==> src/rtl/code14_range_mapper_defines.svh <==
// Assertion macros for the code14 range mapper.
// Used by the top level; expects i_clk and i_rst_n in scope.
`ifndef CODE14_RANGE_MAPPER_DEFINES_SVH
`define CODE14_RANGE_MAPPER_DEFINES_SVH

// same-cycle implication
`define CRM_ASSERT_IMPL(label, ante, cons) \
    label: assert property (@(posedge i_clk) disable iff (!i_rst_n) (ante) |-> (cons)) \
        else $error("crm assertion failed");

// next-cycle implication
`define CRM_ASSERT_NEXT(label, ante, cons) \
    label: assert property (@(posedge i_clk) disable iff (!i_rst_n) (ante) |=> (cons)) \
        else $error("crm assertion failed");

`endif

==> src/rtl/crm_div_cell.sv <==
// One restoring-division cell: retires one numerator bit per item per cycle while enabled.
// No dependencies; chained by the top level.
module crm_div_cell #(
    parameter int NW     = 46,
    parameter int DW     = 32,
    parameter int QW     = 33,
    parameter int SIDE_W = 8
) (
    input  logic              i_clk,
    input  logic              i_rst_n,
    input  logic              i_en,
    input  logic              i_valid,
    input  logic [NW-1:0]     i_num,
    input  logic [DW-1:0]     i_rem,
    input  logic [QW-1:0]     i_quo,
    input  logic [DW-1:0]     i_div,
    input  logic [SIDE_W-1:0] i_side,
    output logic              o_valid,
    output logic [NW-1:0]     o_num,
    output logic [DW-1:0]     o_rem,
    output logic [QW-1:0]     o_quo,
    output logic [DW-1:0]     o_div,
    output logic [SIDE_W-1:0] o_side
);
    logic              r_valid;
    logic [NW-1:0]     r_num;
    logic [DW-1:0]     r_rem;
    logic [QW-1:0]     r_quo;
    logic [DW-1:0]     r_div;
    logic [SIDE_W-1:0] r_side;

    logic [DW:0]   trial;
    logic [DW:0]   diff;
    logic          ge;
    logic [DW-1:0] n_rem;
    logic [QW-1:0] n_quo;
    logic [NW-1:0] n_num;

    always_comb begin
        trial = {i_rem, i_num[NW-1]};
        diff  = trial - {1'b0, i_div};
        ge    = (trial >= {1'b0, i_div});
        n_rem = ge ? diff[DW-1:0] : trial[DW-1:0];
        n_quo = {i_quo[QW-2:0], ge};
        n_num = {i_num[NW-2:0], 1'b0};
    end

    always_ff @(posedge i_clk) begin
        if (!i_rst_n) begin
            r_valid <= 1'b0;
        end else if (i_en) begin
            r_valid <= i_valid;
        end
    end

    always_ff @(posedge i_clk) begin
        if (i_en) begin
            r_num  <= n_num;
            r_rem  <= n_rem;
            r_quo  <= n_quo;
            r_div  <= i_div;
            r_side <= i_side;
        end
    end

    assign o_valid = r_valid;
    assign o_num   = r_num;
    assign o_rem   = r_rem;
    assign o_quo   = r_quo;
    assign o_div   = r_div;
    assign o_side  = r_side;
endmodule

==> config.mk <==
export PLATFORM = sky130hd
export DESIGN_NAME = crm_div_cell
export DESIGN_NICKNAME = d
export VERILOG_FILES = /design/src/rtl/code14_range_mapper_defines.svh /design/src/rtl/crm_div_cell.sv
export SDC_FILE = /design/constraint.sdc
export NUM_CORES = 1
export LEC_CHECK = 0
export BUFFER_PORTS_ARGS = -buffer_cell sky130_fd_sc_hd__buf_2
export CAP_MARGIN = 15
export CORE_ASPECT_RATIO = 2
export CORE_MARGIN = 2
export CORE_UTILIZATION = 25
export DETAILED_ROUTE_END_ITERATION = 10
export HOLD_SLACK_MARGIN = 0.08
export PLACE_DENSITY = 0.52
export SLEW_MARGIN = 20
export SYNTH_ARGS = -nofsm -noshare
export SYNTH_HDL_FRONTEND = slang
export SYNTH_SLANG_ARGS = --single-unit
==> constraint.sdc <==
create_clock -name i_clk -period 3.46 [get_ports i_clk]
set_input_delay 0.692 -clock i_clk [delete_from_list [all_inputs] [get_ports i_clk]]
set_output_delay 0.692 -clock i_clk [all_outputs]
set_load 0.05 [all_outputs]
Word-level counts from Yosys, hierarchy flattened --
Cells that the tools add are included.
Storage, ports and cells: output and inout port bits 152, RAM bits 0, input bits 155, latch bits 0, memory bits (read-only) 0, register bits 151, memories 0, logic and storage cells 9
Cells by class: equality and inequality tests 0, $lt $le $gt $ge 1, multipliers 0, bitwise operators 0, muxes and demuxes 1, add/sub/neg operators 1, divide/modulo/power cells 0, shift-type cells 0, reduce and logical (&&, ||, !) cells 0
Operators by type and width (count):
- $ge A33 B32 Y1 | 1
- $mux W32 | 1
- $sub A32 B32 Y32 | 1

Logic depth before layout (Yosys ltp) --
word-level depth 2, gate-level depth with buffers 13, depth with buffers taken out 12

Least setup slack after synthesis --
OpenSTA, ideal clock, no wires.
kind input-to-reg, start point input i_div[7], end point register r_rem[13] (netlist: o_rem[13]) (data pin), setup time 0.262 ns, required time 3.198 ns, buffers on the path 2, cell stages on the path 12, data arrival time 3.201 ns, setup slack -0.003 ns, path through inv_1 -> ha_1 -> buf_2 -> nand4_1 -> or4_1 -> a21oi_1 -> nor3_1 -> a211oi_2 -> o21ai_2 -> o31ai_4 -> buf_4 -> mux2_1
Between the ends: cells in the longest elaborated chain, start to end 2, elaborated cells between the ends (all ways) 3, those cells by class add/sub (1); order compare (1); mux (1)
RTL lines:
- start, declared | RTL line crm_div_cell.sv:16 | input logic [DW-1:0] i_div,
- $sub A32 B32 Y32 or $ge A33 B32 Y1 (tied branches) | RTL line crm_div_cell.sv:41, crm_div_cell.sv:42
- $mux W32 * | RTL line crm_div_cell.sv:43 | n_rem = ge ? diff[DW-1:0] : trial[DW-1:0];
- named net n_rem[13] | RTL line crm_div_cell.sv:35 | logic [DW-1:0] n_rem;
- end signal, assigned | RTL line crm_div_cell.sv:59 | r_rem <= n_rem;
- end, declared | RTL line crm_div_cell.sv:27 | logic [DW-1:0] r_rem;
The timed path passes the listed nets; every way through them passes the cells marked *. A chain may end at the register's enable or synchronous reset.

Worst setup path in the final report --
start point input i_num[45], end point register r_rem[30] (netlist: o_rem[30]) (data pin)
Between the ends: cells in the longest elaborated chain, start to end 2, elaborated cells between the ends (all ways) 3, those cells by class add/sub (1); order compare (1); mux (1)
RTL lines:
- start, declared | RTL line crm_div_cell.sv:13 | input logic [NW-1:0] i_num,
- $sub A32 B32 Y32 or $ge A33 B32 Y1 (tied branches) | RTL line crm_div_cell.sv:41, crm_div_cell.sv:42
- $mux W32 * | RTL line crm_div_cell.sv:43
- named net n_rem[30] | RTL line crm_div_cell.sv:35
Marks and branches as above.

==> impl_metrics.toml <==
[run_status]
status = "finished clean"

[flow_run]
maxCapViolations = 0

[synthesis]
synth_warnings = 0
synth_edf_count = 150
async_flop_share_pct = 0
synth_area_leaders = "edfxtp_1 (67%), ha_1 (5.9%), a21oi_1 (4.0%), inv_1 (2.1%), xnor2_1 (2.1%)"
synth_area_sq_um = 6760
post_synth_num_cell_types = 49
synth.top_cell.area_share_pct = 66.6
synth_ff_type = "edfxtp_1"
ys_ff_latch = 151
syn_nets = 686
postSynthCellCount = 498
synth_seq_area_share_pct = 66.9
syn_avg_cell_area_sq_um = 13.6
yosys.area.top_type = "edfxtp_1"

[hold_path]
hold_class = "in -> reg"

[grt]
antenna_found_initial = 3
globalRouteOverflowTotal = 0
grt_pass1_wl_microns = 28700
grt_max_degree = 75
grt_pass1_vias = 5327
grt_usage_pct = 13.5

[timing]
skew_ps = 0
drv_slew = 0
rsz0062_at_grt = "false"
slew_headroom_pct = 50.8
tns_ps = 0
hold_viol_final = 0
fin_crit_sh_pct = 93.4
post-route-min-period_ps = 3230
tightest_slew_ps = 738
setup_violations = 0
fmaxAchievable_mhz = 309

[clock_network]
cts_buffers = 17
clock_sinks = 151
clkLatencyLatePin_ps = 440
cts_tree = "built"
root_buffer = "clkbuf_16"
cts_setup_buffers = 0
htree_levels = 4
clkTransAtPathRegs_ps = 70
clock_path_buffers = 2

[power]
p_per_area_nw_per_um2 = 579
ir_worst_vdd_v = 0.000323
p_leak_nw = 4.25

[routing]
wl_per_cell_microns = 16.0
wirelength_microns = 19400
viasPerCell = 4.34
num_vias = 5255
drt.antenna.violating_nets = 0
drt-initial-drc-count = 184
drtPass1Iterations = 4
drc = 0

[critical_path]
worstPathArrival_ps = 3420
critPathTopFamily = "compound AO/OA/AOI/OAI gates"
r2r_slack_ps = 2880
critPathCaptureType = "register"
critPathMaxFanout = 3
crit_slowest_cell = "fa_1"
cp.required_ps = 3650
cp-start-kind = "primary input"
cp_cell_sequence = "buf_2, inv_1, ha_1, fa_1, nand2b_1, a21oi_1, o21ai_0, o311a_1, a31oi_4, a21oi_2, o41ai_2, xor2_1, mux2_1"
path_class = "in -> reg"
critPathMaxStageDelay_ps = 400
crit_buf_inv = 2

[placement]
dp.cells = 1178
dpl.hpwl_microns = 15200
globalplace.congestion = 0.823
io_buffers = 304

[floorplanning]
dieArea_sq_um = 28400
row_count = 85
die_y_microns = 237
fp.dieW_microns = 120
io_pins = 307
initial_core_util_pct = 25.2
fp.coreArea_sq_um = 26800

[finish]
syn_to_final_growth_pct = 42.2
fill_cells = 2735
drive_gt1_share_pct = 45.8
instances_no_fill = 1211
fin_nets = 1037
## registers in the layout, indices dropped and copies added, names as in the netlist
name     flops
o_div       32
o_num       45
o_rem       32
o_valid      1
o_quo       33
o_side       8
## cell usage after synthesis (4+ instances only)
cell,number
a21o_1,12
buf_4,4
nand4_1,7
nand2b_1,4
o211ai_1,4
a31oi_1,5
mux2_1,4
nor2_1,36
o21a_1,6
nand3_1,8
xnor2_1,16
edfxtp_1,150
a21oi_1,54
clkbuf_1,5
nor4_1,4
xor2_1,11
ha_1,32
inv_1,38
o21ai_0,16
nand2_1,27
mux2_2,6
buf_2,8
## stage by stage
stage	setup slack [ps]	power [mW]	utilization [%]	instance area, sq um	hold WS, ps
after floorplan	42.1	3.30	-	6760	743
after global placement	-389	3.76	33.6	9000	494
after detailed placement	-410	3.77	33.6	9000	506
after CTS	51.8	5.65	35.8	9580	384
after global routing	38.7	5.81	35.9	9610	388
final	228	5.57	35.9	9610	422
## cells by family (layout without fill, tap and decap cells)
| kind of cell | count (synthesis) | in the layout | synth area share, % |
|---|---|---|---|
| XOR/XNOR | 27 | 27 | 3.50 |
| multiplexers | 13 | 13 | 2.11 |
| adder cells (fa/ha/maj) | 33 | 33 | 6.22 |
| AND/OR/NAND/NOR | 99 | 99 | 6.79 |
| buffers and inverters | 56 | 420 | 3.50 |
| other | 1 | 2 | 0.0555 |
| AO/OA/AOI/OAI | 118 | 118 | 10.9 |
| flip-flops | 151 | 151 | 66.9 |
## layout by cell type, fill, tap and decap left out, types with 7 or more instances in the layout
master and n:
xnor2_1 16, o21ai_0 16, a21oi_1 53, nand2_1 27, xor2_1 11, edfxtp_1 150
nand3_1 8, buf_4 44, ha_1 32, inv_1 38, a21o_1 12, nand4_1 7
nor2_1 36, buf_2 303, clkbuf_16 17
## routing by layer
layer	wire (microns)	GRT usage, %	up-vias
met4	599	6.48	2
met5	13	0	-
met1	7030	13.9	2465
met3	1190	4.02	33
met2	10600	24.7	198
li1	-	-	2557
## power by group
part | internal, mW | switching, mW
Combinational | 0.420 | 1.04
Clock | 1.02 | 0.828
Sequential | 2.22 | 0.0372
Total | 3.66 | 1.91
## final cells by class
cell class | instances | area [sq um] | area share (%)
Timing Repair Buffer | 350 | 1900 | 19.7
Clock inverter | 15 | 160 | 1.67
Sequential cell | 151 | 4520 | 47.1
Antenna cell | 1 | 2.50 | 0.0260
Tap cell | 348 | 435 | 4.53
Inverter | 38 | 143 | 1.48
Multi-Input combinational cell | 291 | 2020 | 21.1
Clock buffer | 17 | 425 | 4.43
## worst register-to-register path, stage by stage (launching register included)
cell     delay, ps
dfxtp_1        310
mux2i_1        120
nor2b_1         60
## repair_timing
item,4_1_cts,5_1_grt
hold buffers,0,0
gates resized for setup,0,4
endpoints found under the setup margin,0,2
## final timing paths
| kind | cells past startpoint | endpoint | from |
|---|---|---|---|
| setup reg to reg | 2 | o_valid$_SDFFE_PN0P_ | o_valid$_SDFFE_PN0P_ |
| hold reg to reg | 2 | o_valid$_SDFFE_PN0P_ | o_valid$_SDFFE_PN0P_ |
| setup / recovery | 13 | o_rem[30]$_DFFE_PP_ | i_num[45] |
| hold / removal | 1 | o_num[27]$_DFFE_PP_ | i_num[26] |
Power figures use the tool's default switching activity.
