## src/rtl/code14_range_mapper_defines.svh

```systemverilog
// Assertion macros for the code14 range mapper.
// Used by the top level; expects i_clk and i_rst_n in scope.
`ifndef CODE14_RANGE_MAPPER_DEFINES_SVH
`define CODE14_RANGE_MAPPER_DEFINES_SVH

// same-cycle implication
`define CRM_ASSERT_IMPL(label, ante, cons) \
    label: assert property (@(posedge i_clk) disable iff (!i_rst_n) (ante) |-> (cons)) \
        else $error("crm assertion failed");

// next-cycle implication
`define CRM_ASSERT_NEXT(label, ante, cons) \
    label: assert property (@(posedge i_clk) disable iff (!i_rst_n) (ante) |=> (cons)) \
        else $error("crm assertion failed");

`endif

```

## src/rtl/crm_pkg.sv

```systemverilog
// Shared constants for the code14 range mapper.
// No dependencies.
package crm_pkg;

    localparam int CODE_BITS_DEF  = 14;
    localparam int VALUE_BITS_DEF = 32;

    localparam logic KIND_TO_VALUE = 1'b0;
    localparam logic KIND_TO_CODE  = 1'b1;

    localparam logic [1:0] PK_LINEAR = 2'd0;
    localparam logic [1:0] PK_LABEL  = 2'd1;
    localparam logic [1:0] PK_BOOL   = 2'd2;

endpackage

```

## src/rtl/crm_prep.sv

```systemverilog
// Front end: range decode, special cases, then the numerator product plus the label bias.
// Depends on crm_pkg; feeds the division chain.
module crm_prep #(
    parameter int CODE_BITS  = crm_pkg::CODE_BITS_DEF,
    parameter int VALUE_BITS = crm_pkg::VALUE_BITS_DEF,
    parameter int NW         = CODE_BITS + VALUE_BITS,
    parameter int DW         = VALUE_BITS,
    parameter int SIDE_W     = 3 + 3 * VALUE_BITS + CODE_BITS
) (
    input  logic                         i_clk,
    input  logic                         i_rst_n,
    input  logic                         i_en,
    input  logic                         i_valid,
    input  logic                         i_kind,
    input  logic [1:0]                   i_param_kind,
    input  logic signed [VALUE_BITS-1:0] i_lo,
    input  logic signed [VALUE_BITS-1:0] i_hi,
    input  logic [CODE_BITS-1:0]         i_code,
    input  logic signed [VALUE_BITS-1:0] i_value,
    output logic                         o_valid,
    output logic [NW-1:0]                o_num,
    output logic [DW-1:0]                o_div,
    output logic [SIDE_W-1:0]            o_side
);
    localparam int CB = CODE_BITS;
    localparam int VB = VALUE_BITS;
    localparam logic [CB-1:0] FULL = {CB{1'b1}};
    localparam logic [CB-1:0] HALF = {1'b1, {(CB-1){1'b0}}};
    localparam logic [CB-1:0] BIAS = {1'b0, {(CB-1){1'b1}}};

    logic          dir;
    logic [VB:0]   hi_m_lo;
    logic [VB:0]   lo_m_hi;
    logic [VB:0]   v_m_lo;
    logic [VB:0]   lo_m_v;
    logic [VB-1:0] span;
    logic          n_special;
    logic [VB-1:0] n_spec_val;
    logic [CB-1:0] n_spec_code;
    logic [CB-1:0] n_a;
    logic [VB-1:0] n_b;
    logic          n_bias;
    logic [DW-1:0] n_div;

    logic              r_valid1;
    logic [CB-1:0]     r_a;
    logic [VB-1:0]     r_b;
    logic              r_bias;
    logic [DW-1:0]     r_div1;
    logic [SIDE_W-1:0] r_side1;

    logic              r_valid2;
    logic [NW-1:0]     r_num;
    logic [DW-1:0]     r_div2;
    logic [SIDE_W-1:0] r_side2;

    logic [NW-1:0] prod;

    always_comb begin
        dir     = (i_hi >= i_lo);
        hi_m_lo = {i_hi[VB-1], i_hi} - {i_lo[VB-1], i_lo};
        lo_m_hi = {i_lo[VB-1], i_lo} - {i_hi[VB-1], i_hi};
        v_m_lo  = {i_value[VB-1], i_value} - {i_lo[VB-1], i_lo};
        lo_m_v  = {i_lo[VB-1], i_lo} - {i_value[VB-1], i_value};
        span    = dir ? hi_m_lo[VB-1:0] : lo_m_hi[VB-1:0];

        n_special   = 1'b0;
        n_spec_val  = i_lo;
        n_spec_code = '0;
        n_a         = FULL;
        n_b         = '0;
        n_bias      = 1'b0;
        n_div       = DW'(span);

        if (i_kind == crm_pkg::KIND_TO_VALUE) begin
            n_a    = i_code;
            n_b    = span;
            n_bias = (i_param_kind == crm_pkg::PK_LABEL);
            n_div  = DW'(FULL);
            if (i_param_kind == crm_pkg::PK_BOOL) begin
                n_special  = 1'b1;
                n_spec_val = (i_code < HALF) ? i_lo : i_hi;
            end else if (i_code == '0) begin
                n_special  = 1'b1;
                n_spec_val = i_lo;
            end else if (i_code == FULL) begin
                n_special  = 1'b1;
                n_spec_val = i_hi;
            end
        end else begin
            if (i_param_kind == crm_pkg::PK_BOOL) begin
                n_special   = 1'b1;
                n_spec_code = (i_value == i_lo) ? '0 : FULL;
            end else if (dir) begin
                n_b = v_m_lo[VB-1:0];
                if (i_value <= i_lo) begin
                    n_special   = 1'b1;
                    n_spec_code = '0;
                end else if (i_value >= i_hi) begin
                    n_special   = 1'b1;
                    n_spec_code = FULL;
                end
            end else begin
                n_b = lo_m_v[VB-1:0];
                if (i_value >= i_lo) begin
                    n_special   = 1'b1;
                    n_spec_code = '0;
                end else if (i_value <= i_hi) begin
                    n_special   = 1'b1;
                    n_spec_code = FULL;
                end
            end
        end
    end

    assign prod = r_a * r_b;

    always_ff @(posedge i_clk) begin
        if (!i_rst_n) begin
            r_valid1 <= 1'b0;
            r_valid2 <= 1'b0;
        end else if (i_en) begin
            r_valid1 <= i_valid;
            r_valid2 <= r_valid1;
        end
    end

    always_ff @(posedge i_clk) begin
        if (i_en) begin
            r_a     <= n_a;
            r_b     <= n_b;
            r_bias  <= n_bias;
            r_div1  <= n_div;
            r_side1 <= {i_kind, n_special, dir, n_spec_val, n_spec_code, i_lo, span};
            r_num   <= prod + (r_bias ? NW'(BIAS) : NW'(0));
            r_div2  <= r_div1;
            r_side2 <= r_side1;
        end
    end

    assign o_valid = r_valid2;
    assign o_num   = r_num;
    assign o_div   = r_div2;
    assign o_side  = r_side2;
endmodule

```

## config.mk

```make
export PLATFORM = sky130hd
export DESIGN_NAME = crm_prep
export DESIGN_NICKNAME = d
export VERILOG_FILES = /design/src/rtl/code14_range_mapper_defines.svh /design/src/rtl/crm_pkg.sv /design/src/rtl/crm_prep.sv
export SDC_FILE = /design/constraint.sdc
export NUM_CORES = 2
export LEC_CHECK = 0
export BUFFER_PORTS_ARGS = -buffer_cell sky130_fd_sc_hd__buf_4
export CORE_AREA = 2 2 233 235
export CTS_BUF_LIST = sky130_fd_sc_hd__clkbuf_8
export CTS_CLUSTER_DIAMETER = 100
export CTS_CLUSTER_SIZE = 16
export DETAILED_ROUTE_END_ITERATION = 8
export DIE_AREA = 0 0 235 237
export GPL_TIMING_DRIVEN = 0
export PLACE_DENSITY = 0.86
export SYNTH_ARGS = -nofsm -noshare
export SYNTH_HDL_FRONTEND = slang
export SYNTH_SLANG_ARGS = --single-unit
```

## constraint.sdc

```tcl
create_clock -name i_clk -period 15 [get_ports i_clk]
set_clock_uncertainty 0.2 [all_clocks]
set_input_delay 0.75 -clock i_clk [delete_from_list [all_inputs] [get_ports i_clk]]
set_output_delay 0.75 -clock i_clk [all_outputs]
set_load 0.01 [all_outputs]
```

After elaboration in Yosys (flattened, before gate mapping). Index checks and enable logic that the tools add are counted. Widths: inputs -> output; s select.

Reduce and logical (&&, ||, !) cells: 1. Add/subtract/negate cells: 5. Multiplexer cells: 27. $lt $le $gt $ge: 6. Equality and inequality tests: 4. Multiply operators: 1.

Operators by type and width (number): $mux 32 (9); $sub 32x32->32 (4); $mux 14 (7); $ge 32x32->1 (3); $le 32x32->1 (2); $add 46x13->46 (1); $mul 14x32->46 (1); $eq 32x32->1 (1); $eq 14x14->1 const B (1); $logic_not 14->1 (1); $lt 14x14->1 const B (1); $mux 13 (1); $mux 1 (10); $eq 2x1->1 const B (1); $eq 2x2->1 const B (1).

Flip-flop bits (word level): 385. Logic and storage cells: 55. Input port bits: 117. Output and inout bits: 192.

Depth between registers and ports, before layout.
Depth in word-level cells: 6. Gate-level depth with buffers: 25. Depth with buffers taken out: 24.

Least setup slack after synthesis. Ideal clock, no wire load.

Path type: register to register. From: reg r_bias. To: reg r_num[44], in the netlist o_num[44], data pin. Path slack: 8375 ps. Clock period less this slack: 6625 ps. Stages on the path, launching flop included: 22. Arrival time: 6168 ps. Required time: 14542 ps. Path buffers: 0. Setup time: 258 ps. Path through: edfxtp_1 fa_1 inv_1 fa_1 inv_1 fa_1 inv_1 fa_1 inv_1 fa_1 fa_1 ha_1 o21a_1 nor2_1 o21a_1 a2111oi_0 o21ai_1 o211ai_2 a311oi_1 o41ai_1 a21oi_1 xnor2_1.

Longest elaborated chain between the ends: 2.

RTL lines: from (decl) (line crm_prep.sv:48) `logic r_bias;`; from (signal assigned) (line crm_prep.sv:132) `r_bias <= n_bias;`; $mux 13 (line crm_prep.sv:135) `r_num <= prod + (r_bias ? NW'(BIAS) : NW'(0));`; $add 46x13->46 (line crm_prep.sv:135); to (signal assigned) (line crm_prep.sv:135); to (decl) (line crm_prep.sv:53) `logic [NW-1:0] r_num;`.

Every way passes these cells. A chain may end at the register's enable or synchronous reset.

Worst setup path after layout.
From: reg r_a[3]. To: reg r_num[44], in the netlist o_num[44], data pin.

Longest elaborated chain between the ends: 2.

RTL lines: from (decl) (line crm_prep.sv:46) `logic [CB-1:0] r_a;`; from (signal assigned) (line crm_prep.sv:130) `r_a <= n_a;`; $mul 14x32->46 (line crm_prep.sv:116) `assign prod = r_a * r_b;`; $add 46x13->46 (line crm_prep.sv:135).

Every way passes these cells.

==> flow_summary.toml <==
[status]
run_status = "finished clean"

[drt]
wire_per_inst_um = 22.8
ant_nets = 0
drt_iter0_markers = 2406
wirelength_um = 101000
first_pass_iters = 6
num_vias = 26300
drc_errors = 0
via_per_inst = 5.94

[yosys]
yosysSeqAreaShare_pct = 31.4
synth.area.mux_share_pct = 0.894
syn-num-nets = 4157
syn-mean-instance-area_um2 = 10.2
synth_top_family_by_area = "adder cells"
synth_commonest_cells = "540 x inv_1, 374 x fa_1, 357 x edfxtp_1"
ys_ff_latch = 359
async_flop_share_pct = 0
mappedNetlistArea_mm2 = 0.0343
synth.largest_area_cell = "edfxtp_1"
synthCells = 3379
netlist.area_leader.share_pct = 31.3
synth.most_common_cell = "inv_1"
synth_cell_types = 87
synthXorXnorAreaFrac_pct = 2.58
synthAdderAreaFrac_pct = 32.3
ys_top_cells_by_area = "edfxtp_1 31%, fa_1 22%, ha_1 10%"
synth-simple-area-share_pct = 13.7
synth_flop_cell = "edfxtp_1"
ys_warn_count = 0
synth_edf_count = 357
synth_compound_area_share_pct = 11.2

[global_route]
use_met3_pct = 8.07
grt_pass1_wl_um = 155000
grt_overflow = 0
use_met1_pct = 47.7
grt_pass1_vias = 27000
grt_start_max_net_pins = 133
busiest_layer = "met2"
grtUsageTotal_pct = 36.5
use_met2_pct = 59.6
antenna_found_initial = 8

[floorplanning]
coreArea_mm2 = 0.0533
die-area_mm2 = 0.0557
fp.dieH_um = 237
die_w_um = 235
row_count = 85
start_util_pct = 64.4
io_pins = 309

[sta]
maxSlewHeadroom_pct = 12.6
timing.hold.ws_ps = 66.5
finalCritPeriodShare_pct = 57.8
worst_slew_pin_slew_ps = 1300
setup_slack_ps = 6340
period_needed_ps = 8660
setup-violations-final = 0
slew_violations = 0
clock.fmax_mhz = 115
hold_viol_final = 0
setup-tns-final_ps = 0
rsz0062_at_grt = "false"

[cts]
cts_setup_buffers = 0
cts_resized = 0
clk_pin_slew_ps = 100
numClockSinks = 359
cts_max_level = 1
hold_buffers = 0
cts.path.max_buffers = 3
numCtsBuffers = 28
clock_latency_ps = 680
cts_root_buf = "clkbuf_8"
cts_tree = "done"

[placement]
io_buffers = 308
place_inst = 4385
place_ws_ps = 6550
gp_congestion = 0.982
dpl.hpwl_um = 82800

[finish]
drive_gt1_share_pct = 11.5
nNetsFinal = 4497
finalNonFillerCells = 4433
area_growth_pct = 11.0

[setup_path]
start_kind = "flip-flop"
crit_path_end_kind = "flip-flop"
cp.arrival_ps = 8900
critPathKind = "flip-flop to flip-flop"
crit_required_ps = 15240
worstPathMaxFanout = 10

[worst_hold_path]
hold_path.class = "input pin to flip-flop"

[flow_run]
drv_cap = 0
[stage by stage]
stage          utilization (%)  instance area (um2)
5_1_grt                   71.4                38100
3_3_place_gp              70.3                37500
6_report                  71.5                38100
3_5_place_dp              70.5                37500
2_1_floorplan                -                34300
4_1_cts                   71.4                38100
[cell families after synthesis]
kind of cell	after synthesis
flops	359
compound gates	593
mux	30
fa+ha+maj	661
simple gates	933
buf+inv	702
xor+xnor	101
[path summary, 6_finish.rpt]
check                              endpoint   startpoint  cells past startpoint  slack (ps)
worst max-delay path              o_num[44]       r_a[3]                     21        6340
worst max register to register    o_num[44]       r_a[3]                     21        6340
worst min register to register   o_side[80]  r_side1[80]                      0         220
worst min-delay path            r_side1[63]     i_lo[31]                      1          70
[placed cells by master (no fill, tap or decap), types with 7 or more instances in the layout]
master	synthesis	final
nand3_1	41	41
a211oi_1	29	29
o21ai_1	16	16
clkbuf_1	117	117
nor3_1	26	26
nor4_1	11	11
inv_1	540	548
o22ai_1	20	20
fa_1	374	374
xor2_1	35	35
o21ai_0	118	118
o21bai_1	26	26
a31oi_1	19	19
nor2b_1	18	18
or3_1	11	11
a21o_1	98	98
nor3b_1	7	7
and2_1	272	272
a21oi_1	162	161
xnor2_1	66	66
o211ai_1	10	10
nand2_1	351	351
nand2b_1	16	16
mux2i_1	28	28
clkbuf_8	0	28
buf_4	19	326
or2_2	19	19
nand4_1	27	27
ha_1	287	287
o21a_1	10	10
o31ai_1	13	13
edfxtp_1	357	357
nor2_1	93	93
buf_2	22	22
and3_1	22	22
[per-layer routing]
metal	routed length [um]	part of all wire [%]
met1	39200	39
met2	47400	47
met3	9930	9.8
met4	4470	4.4
met5	30	0.030
[state kept, by name, summed over array words and instances (netlist names)]
| register | flops |
|---|---|
| r_valid1 | 1 |
| r_a | 14 |
| r_b | 32 |
| r_bias | 1 |
| r_div1 | 32 |
| o_valid | 1 |
| r_side1 | 100 |
| o_num | 46 |
| o_side | 100 |
| o_div | 32 |
[worst max-delay path, cell delays in order, from the launching register on]
cell	delay [ps]
edfxtp_1	410
clkbuf_1	750
nand2_1	190
fa_1	550
fa_1	570
inv_1	80
fa_1	500
inv_1	60
fa_1	560
fa_1	430
fa_1	490
inv_1	40
ha_1	260
clkbuf_1	290
nand3_1	210
a2111oi_0	1000
o21ai_1	320
o211ai_2	380
a311oi_1	270
o41ai_1	560
a21oi_1	160
xnor2_1	150
[area by class of cell]
class,instances,area (um2)
well taps,696,871
inverters,541,2030
clock buffers,28,385
clock inverters,15,129
repair buffers,310,2370
multi-input cells,2318,20800
diodes,5,12.5
flip-flops and latches,359,10800
fillers,3888,15200
plain buffers,161,718
Power is not shown: default switching activity piles up to over one toggle a cycle in this logic, so the estimate is an artifact.
